## config.mk

```make
export PLATFORM = sky130hd
export DESIGN_NAME = circular_deque
export DESIGN_NICKNAME = d
export VERILOG_FILES = /design/src/cdq_pkg.sv /design/src/circular_deque.sv /design/src/cdq_cell.sv
export SDC_FILE = /design/constraint.sdc
export NUM_CORES = 1
export LEC_CHECK = 0
export BUFFER_PORTS_ARGS = -buffer_cell sky130_fd_sc_hd__buf_2
export CORE_ASPECT_RATIO = 0.5
export CORE_MARGIN = 1.5
export CORE_UTILIZATION = 25
export DETAILED_ROUTE_END_ITERATION = 6
export GPL_ROUTABILITY_DRIVEN = 0
export MAX_ROUTING_LAYER = met4
export SETUP_SLACK_MARGIN = 0.1
export SLEW_MARGIN = 20
export SYNTH_ARGS = -nofsm -noshare
export SYNTH_HDL_FRONTEND = slang
export SYNTH_SLANG_ARGS = --single-unit
```

## constraint.sdc

```tcl
create_clock -name clk -period 11.84 [get_ports clk]
set_input_delay 1.776 -clock clk [delete_from_list [all_inputs] [get_ports clk]]
set_output_delay 1.776 -clock clk [all_outputs]
set_load 0.005 [all_outputs]
```

## src/cdq_pkg.sv

```systemverilog
// ----------------------------------------------------------------------------
// cdq_pkg
// Types, operation codes and constants shared by the deque cell row, the
// top level and its checker.
// ----------------------------------------------------------------------------
package cdq_pkg;

  localparam int unsigned DEPTH_DEF = 16;
  localparam int unsigned VAL_W     = 32;
  localparam int unsigned CAP_W     = 5;
  localparam int unsigned CAP_RESET = 16;

  localparam logic [2:0] OP_PUSH_FRONT = 3'd0;
  localparam logic [2:0] OP_PUSH_BACK  = 3'd1;
  localparam logic [2:0] OP_POP_FRONT  = 3'd2;
  localparam logic [2:0] OP_POP_BACK   = 3'd3;
  localparam logic [2:0] OP_STATUS     = 3'd4;

  typedef struct packed {
    logic [2:0]              operation;
    logic signed [VAL_W-1:0] value;
  } cdq_in_t;

  typedef struct packed {
    logic                    ok;
    logic signed [VAL_W-1:0] front_value;
    logic signed [VAL_W-1:0] rear_value;
    logic                    empty_res;
    logic                    full_res;
  } cdq_out_t;

  // one-hot row command, at most one bit set per cycle
  typedef struct packed {
    logic shift_in;   // push front: every cell takes its left neighbor
    logic shift_out;  // pop front: every cell takes its right neighbor
    logic append;     // push back: first empty cell loads the push value
    logic drop;       // pop back: the rear cell goes empty
    logic clear;      // empty the whole row
  } cdq_ctl_t;

endpackage

```

## src/circular_deque.sv

```systemverilog
// Results: a result strobes on out_valid in the cycle after its beat is accepted.
// Throughput: one operation per cycle; busy stays low, since every operation
// is a single update of the cell row.
// Reset (synchronous, rst_n low): deque empty, capacity 16 (clamped to DEPTH).
// A capacity write also empties the deque. The receiver cannot stall results.
// ----------------------------------------------------------------------------
// circular_deque
// Double-ended queue built as a row of shifting cells: pushes and pops at
// the front shift the whole row, the rear end fills or empties in place.
// ----------------------------------------------------------------------------
module circular_deque #(
  parameter int unsigned DEPTH = cdq_pkg::DEPTH_DEF
) (
  input  logic                             clk,
  input  logic                             rst_n,
  input  logic                             start,
  output logic                             busy,
  input  cdq_pkg::cdq_in_t                 in_data,
  output logic                             out_valid,
  output cdq_pkg::cdq_out_t                out_data,
  input  logic                             cfg_wr_en,
  input  logic [cdq_pkg::CAP_W-1:0]        cfg_wr_data
);
  import cdq_pkg::*;

  localparam int unsigned IDX_W        = (DEPTH > 1) ? $clog2(DEPTH) : 1;
  localparam int unsigned CAP_RST_EFF  = (CAP_RESET < DEPTH) ? CAP_RESET : DEPTH;
  localparam logic [IDX_W-1:0] FULL_IDX_RST = IDX_W'(CAP_RST_EFF - 1);

  logic                    cell_valid [DEPTH];
  logic signed [VAL_W-1:0] cell_val   [DEPTH];
  logic [DEPTH-1:0]        is_rear;

  cdq_ctl_t         ctl;
  logic [IDX_W-1:0] full_idx_r;
  logic [IDX_W-1:0] full_idx_nxt;
  logic             out_valid_r;
  logic             ok_r;
  logic             ok_nxt;
  logic             accept;
  logic             is_full;
  logic             is_empty;
  logic signed [VAL_W-1:0] rear_val;

  assign busy     = 1'b0;
  assign accept   = start && !busy;
  assign is_empty = !cell_valid[0];
  assign is_full  = cell_valid[full_idx_r];

  // cell row
  for (genvar i = 0; i < DEPTH; i++) begin : g_cell
    logic                    lv;
    logic signed [VAL_W-1:0] ld;
    logic                    rv;
    logic signed [VAL_W-1:0] rd;

    if (i == 0) begin : g_head
      // the push value stands to the left of the front cell
      assign lv = 1'b1;
      assign ld = in_data.value;
    end else begin : g_mid
      assign lv = cell_valid[i-1];
      assign ld = cell_val[i-1];
    end

    if (i == DEPTH - 1) begin : g_tail
      assign rv = 1'b0;
      assign rd = '0;
    end else begin : g_body
      assign rv = cell_valid[i+1];
      assign rd = cell_val[i+1];
    end

    assign is_rear[i] = cell_valid[i] && !rv;

    cdq_cell u_cell (
      .clk         (clk),
      .rst_n       (rst_n),
      .ctl         (ctl),
      .push_val    (in_data.value),
      .left_valid  (lv),
      .left_val    (ld),
      .right_valid (rv),
      .right_val   (rd),
      .valid       (cell_valid[i]),
      .val         (cell_val[i])
    );
  end

  // operation decode
  always_comb begin
    ctl    = '0;
    ok_nxt = 1'b0;
    if (cfg_wr_en) begin
      ctl.clear = 1'b1;
    end else if (accept) begin
      unique case (in_data.operation)
        OP_PUSH_FRONT: begin
          ok_nxt       = !is_full;
          ctl.shift_in = !is_full;
        end
        OP_PUSH_BACK: begin
          ok_nxt     = !is_full;
          ctl.append = !is_full;
        end
        OP_POP_FRONT: begin
          ok_nxt        = !is_empty;
          ctl.shift_out = !is_empty;
        end
        OP_POP_BACK: begin
          ok_nxt   = !is_empty;
          ctl.drop = !is_empty;
        end
        OP_STATUS: begin
          ok_nxt = 1'b1;
        end
        default: begin
          ok_nxt = 1'b0;
        end
      endcase
    end
  end

  // capacity kept as the index of the last usable cell
  always_comb begin
    full_idx_nxt = full_idx_r;
    if (cfg_wr_en) begin
      if (cfg_wr_data == '0) begin
        full_idx_nxt = '0;
      end else if (32'(cfg_wr_data) > 32'(DEPTH)) begin
        full_idx_nxt = IDX_W'(DEPTH - 1);
      end else begin
        full_idx_nxt = IDX_W'(cfg_wr_data - CAP_W'(1));
      end
    end
  end

  always_ff @(posedge clk) begin
    if (!rst_n) begin
      full_idx_r  <= FULL_IDX_RST;
      out_valid_r <= 1'b0;
    end else begin
      full_idx_r  <= full_idx_nxt;
      out_valid_r <= accept;
    end
  end

  always_ff @(posedge clk) begin
    ok_r <= ok_nxt;
  end

  // rear select: only one cell is the rear
  always_comb begin
    rear_val = '0;
    for (int i = 0; i < DEPTH; i++) begin
      if (is_rear[i]) begin
        rear_val = rear_val | cell_val[i];
      end
    end
  end

  // status is read from the row after the update of the accepted beat
  assign out_valid            = out_valid_r;
  assign out_data.ok          = ok_r;
  assign out_data.front_value = is_empty ? '1 : cell_val[0];
  assign out_data.rear_value  = is_empty ? '1 : rear_val;
  assign out_data.empty_res   = is_empty;
  assign out_data.full_res    = is_full;

endmodule

```

## src/cdq_cell.sv

```systemverilog
// ----------------------------------------------------------------------------
// cdq_cell
// One slot of the deque row. Holds a value and a valid bit and moves data
// to or from its neighbors as the row command says.
// ----------------------------------------------------------------------------
module cdq_cell (
  input  logic                             clk,
  input  logic                             rst_n,
  input  cdq_pkg::cdq_ctl_t                ctl,
  input  logic signed [cdq_pkg::VAL_W-1:0] push_val,
  input  logic                             left_valid,
  input  logic signed [cdq_pkg::VAL_W-1:0] left_val,
  input  logic                             right_valid,
  input  logic signed [cdq_pkg::VAL_W-1:0] right_val,
  output logic                             valid,
  output logic signed [cdq_pkg::VAL_W-1:0] val
);
  import cdq_pkg::*;

  logic                    valid_r;
  logic                    valid_nxt;
  logic signed [VAL_W-1:0] val_r;
  logic signed [VAL_W-1:0] val_nxt;

  always_comb begin
    valid_nxt = valid_r;
    val_nxt   = val_r;
    priority if (ctl.clear) begin
      valid_nxt = 1'b0;
    end else if (ctl.shift_in) begin
      valid_nxt = left_valid;
      val_nxt   = left_val;
    end else if (ctl.shift_out) begin
      valid_nxt = right_valid;
      val_nxt   = right_val;
    end else if (ctl.append) begin
      // first empty slot behind the rear
      if (!valid_r && left_valid) begin
        valid_nxt = 1'b1;
        val_nxt   = push_val;
      end
    end else if (ctl.drop) begin
      if (valid_r && !right_valid) begin
        valid_nxt = 1'b0;
      end
    end
  end

  always_ff @(posedge clk) begin
    if (!rst_n) begin
      valid_r <= 1'b0;
    end else begin
      valid_r <= valid_nxt;
    end
  end

  always_ff @(posedge clk) begin
    val_r <= val_nxt;
  end

  assign valid = valid_r;
  assign val   = val_r;

endmodule

```

==> flow_metrics.py <==
metrics = {
    "outcome": {
        "status": "completed",
    },
    "logic_synthesis": {
        "yosys-top-cells-area": "edfxtp_1 (59%), a221o_1 (18%), a221oi_1 (4.3%)",
        "synth-edff-count": 512,
        "ys_types": 46,
        "yosys.cell_count.top_type": "edfxtp_1",
        "ys_warn_count": 0,
        "yosys.area.top_type": "edfxtp_1",
        "syn-cell-area_um2": 26300,
        "syn-num-nets": 1907,
        "synth_top_family_by_area": "compound AO/OA/AOI/OAI gates",
        "synthXorXnorAreaFrac_pct": 0,
        "synthCells": 1862,
        "synth_compound_area_share_pct": 29.0,
        "synth.top_cells.by_count": "edfxtp_1 (512), a221o_1 (480), clkbuf_1 (186)",
        "ys_ff_latch": 534,
        "seq_area_frac_synth_pct": 60.2,
        "synthSimpleGateAreaFrac_pct": 4.89,
        "synth_fa_ha_area_share_pct": 0.124,
        "yosys.area.top_type_share_pct": 58.6,
        "synthFlopType": "edfxtp_1",
        "synth_mux_area_share_pct": 1.80,
        "ys_async_sr_fraction_pct": 0,
        "avgSynthCellArea_um2": 14.1,
    },
    "floorplan": {
        "fp.dieH_um": 232,
        "core_um2": 103000,
        "die_x_um": 461,
        "ios": 113,
        "initial_utilization_pct": 25.4,
        "rows": 83,
        "die_area_um2": 107000,
    },
    "worst_setup_path": {
        "critPathArrivalTime_ns": 5.35,
        "regToRegEndpoint": "g_cell[0].u_cell.val[13]$_DFFE_PP_",
        "critPathLaunchType": "input pin",
        "required_ns": 12.22,
        "cp-end-kind": "flip-flop",
        "ff2ff_path_depth": 10,
        "critPathKind": "input pin to flip-flop",
        "startpoint": "cfg_wr_en",
        "rrSetupSlack_ns": 7.48,
        "timing.rr.start": "g_cell[0].u_cell.valid$_SDFFE_PP0P_",
        "crit_end": "g_cell[8].u_cell.val[19]$_DFFE_PP_",
        "crit_fanout": 174,
    },
    "clocking": {
        "ctsHoldBuffers": 0,
        "cts_buffers": 57,
        "clockRootBuffer": "clkbuf_16",
        "cts_resized": 0,
        "clock-sinks": 534,
        "cts-htree-levels": 2,
        "clk_pin_slew_worst_paths_ns": 0.06,
        "clkLatencyLatePin_ns": 0.64,
        "cts_tree": "done",
        "clock_path_buffers": 3,
        "postCtsSetupBuffers": 0,
    },
    "timing": {
        "fin_worst_skew_ns": 0.0407,
        "fin_crit_sh_pct": 41.9,
        "min_period_ns": 4.96,
        "fin_setup_tns_ns": 0,
        "max_freq_mhz": 201,
        "hold_viol_final": 0,
        "slew_viol_final": 0,
        "rsz0062_at_grt": "false",
        "timing.slew.headroom_pct": 33.5,
        "finalSetupViolations": 0,
        "worst_slew_pin_slew_ns": 0.993,
    },
    "finish": {
        "area_growth_pct": 15.0,
        "fin_nets": 1883,
        "final_layout_size_suffix_gt1_share_pct": 19.1,
        "multiInputGateArea_um2": 9710,
        "instances_no_fill": 3288,
        "nFillCells": 10300,
        "seq_area_um2": 15800,
    },
    "flow_run": {
        "maxCapViolCount": 0,
    },
    "detailed_routing": {
        "routed_wl_mm": 90.4,
        "drt_iter0_drc": 2737,
        "num_vias": 20300,
        "ant_nets": 0,
        "drt_first_pass_iters": 6,
        "vias_per_cell": 6.16,
        "wl_per_cell_um": 27.5,
        "drc": 0,
    },
    "pwr": {
        "peakVddDrop_mv": 0.102,
        "powerDensity_nw_per_um2": 139,
        "p_leak_nw": 9.47,
    },
    "placement": {
        "hpwl_mm": 46.6,
        "port_buffers": 111,
        "place_inst": 3181,
    },
    "global_routing": {
        "antenna_found_initial": 3,
        "grt_max_degree": 176,
        "grtUsageTotal_pct": 16.6,
        "grt_pass1_vias": 18800,
        "grt_pass1_wl_mm": 130,
        "grt-ovfl-total": 0,
    },
    "worst_hold_path": {
        "hold_class": "flip-flop to flip-flop",
    },
}
## per-layer routing
metal / track usage, % / share of wire (%)
met3: 2.55 / 11
met1: 21.7 / 39
met2: 25.1 / 45
met4: 7.95 / 5.0
met5: - / 0
## cell type report
| cell class | count | area share, % |
|---|---|---|
| repair buffers | 162 | 3.28 |
| clock inverters | 37 | 1.26 |
| diodes | 2 | 0.0166 |
| multi-input cells | 1075 | 32.2 |
| clock buffers | 68 | 4.93 |
| well taps | 1402 | 5.81 |
| inverters | 8 | 0.0995 |
| flip-flops and latches | 534 | 52.4 |
## cells by family after synthesis
kind of cell               Yosys count
and+or+nand+nor                    194
adders and majority gates            3
AOI/OAI and AO/OA                  835
DFF                                534
muxes                               42
other                                1
buffers and inverters              253
## power by group
group | total (W) | switching [W] | leakage [nW] | internal (W)
Clock | 0.00184 | 0.000787 | 0.911 | 0.00105
Sequential | 0.00213 | 0.0000227 | 4.80 | 0.00211
Combinational | 0.000239 | 0.000131 | 3.76 | 0.000108
## sequential cells by signal (all words and copies together), names as in the netlist
name	cells
full_idx_r	4
g_cell.u_cell.valid	16
out_valid	1
g_cell.u_cell.val	512
ok_r	1
## metrics by stage
stage	cell area, um2	hold slack (ns)	setup slack [ns]	util [%]	total power (W)
after detailed placement	28300	0.557	6.32	27.4	0.00241
final	30200	0.578	6.88	29.2	0.00421
after global routing	30200	0.605	6.69	29.2	0.00431
after global placement	28300	0.556	6.28	27.4	0.00240
after floorplan	26300	0.494	6.41	-	0.00233
after CTS	30200	0.573	6.88	29.2	0.00422
## critical path, cell delays in order
cell,delay (ns)
buf_2,0.16
or3b_1,0.48
or3b_1,0.38
a31o_2,0.27
a21oi_4,0.21
buf_12,0.48
buf_12,0.62
nor3b_2,0.31
a221o_1,0.34
## cell usage in the layout (no fill, tap or decap), types with 7 or more instances in the layout
master     instances
edfxtp_1         512
a221o_1          480
a221oi_1         128
buf_2            111
a22o_1            97
clkbuf_16         58
nand2b_1          48
buf_4             47
nand4_1           33
a21o_1            33
o21ai_0           32
mux2_2            32
nand2_1           26
nor3b_2           26
dfxtp_1           20
a21oi_4           17
a21oi_1           15
nor2b_4           13
or2_2             13
clkinv_2          13
o211ai_1          12
a211o_1           11
nor2_1            10
clkbuf_1          10
mux2i_1            9
clkinv_1           9
bufinv_16          7
## worst min path at each step
stage	startpoint	end	depth (start not counted)
5_1_grt	full_idx_r[3]$_SDFFE_PN1P_	full_idx_r[3]$_SDFFE_PN1P_	2
3_3_place_gp	full_idx_r[3]$_SDFFE_PN1P_	full_idx_r[3]$_SDFFE_PN1P_	2
6_report	full_idx_r[3]$_SDFFE_PN1P_	full_idx_r[3]$_SDFFE_PN1P_	2
2_1_floorplan	full_idx_r[3]$_SDFFE_PN1P_	full_idx_r[3]$_SDFFE_PN1P_	2
3_5_place_dp	full_idx_r[3]$_SDFFE_PN1P_	full_idx_r[3]$_SDFFE_PN1P_	2
4_1_cts	full_idx_r[3]$_SDFFE_PN1P_	full_idx_r[3]$_SDFFE_PN1P_	2
Note: power is estimated with default switching activity, not from simulation.
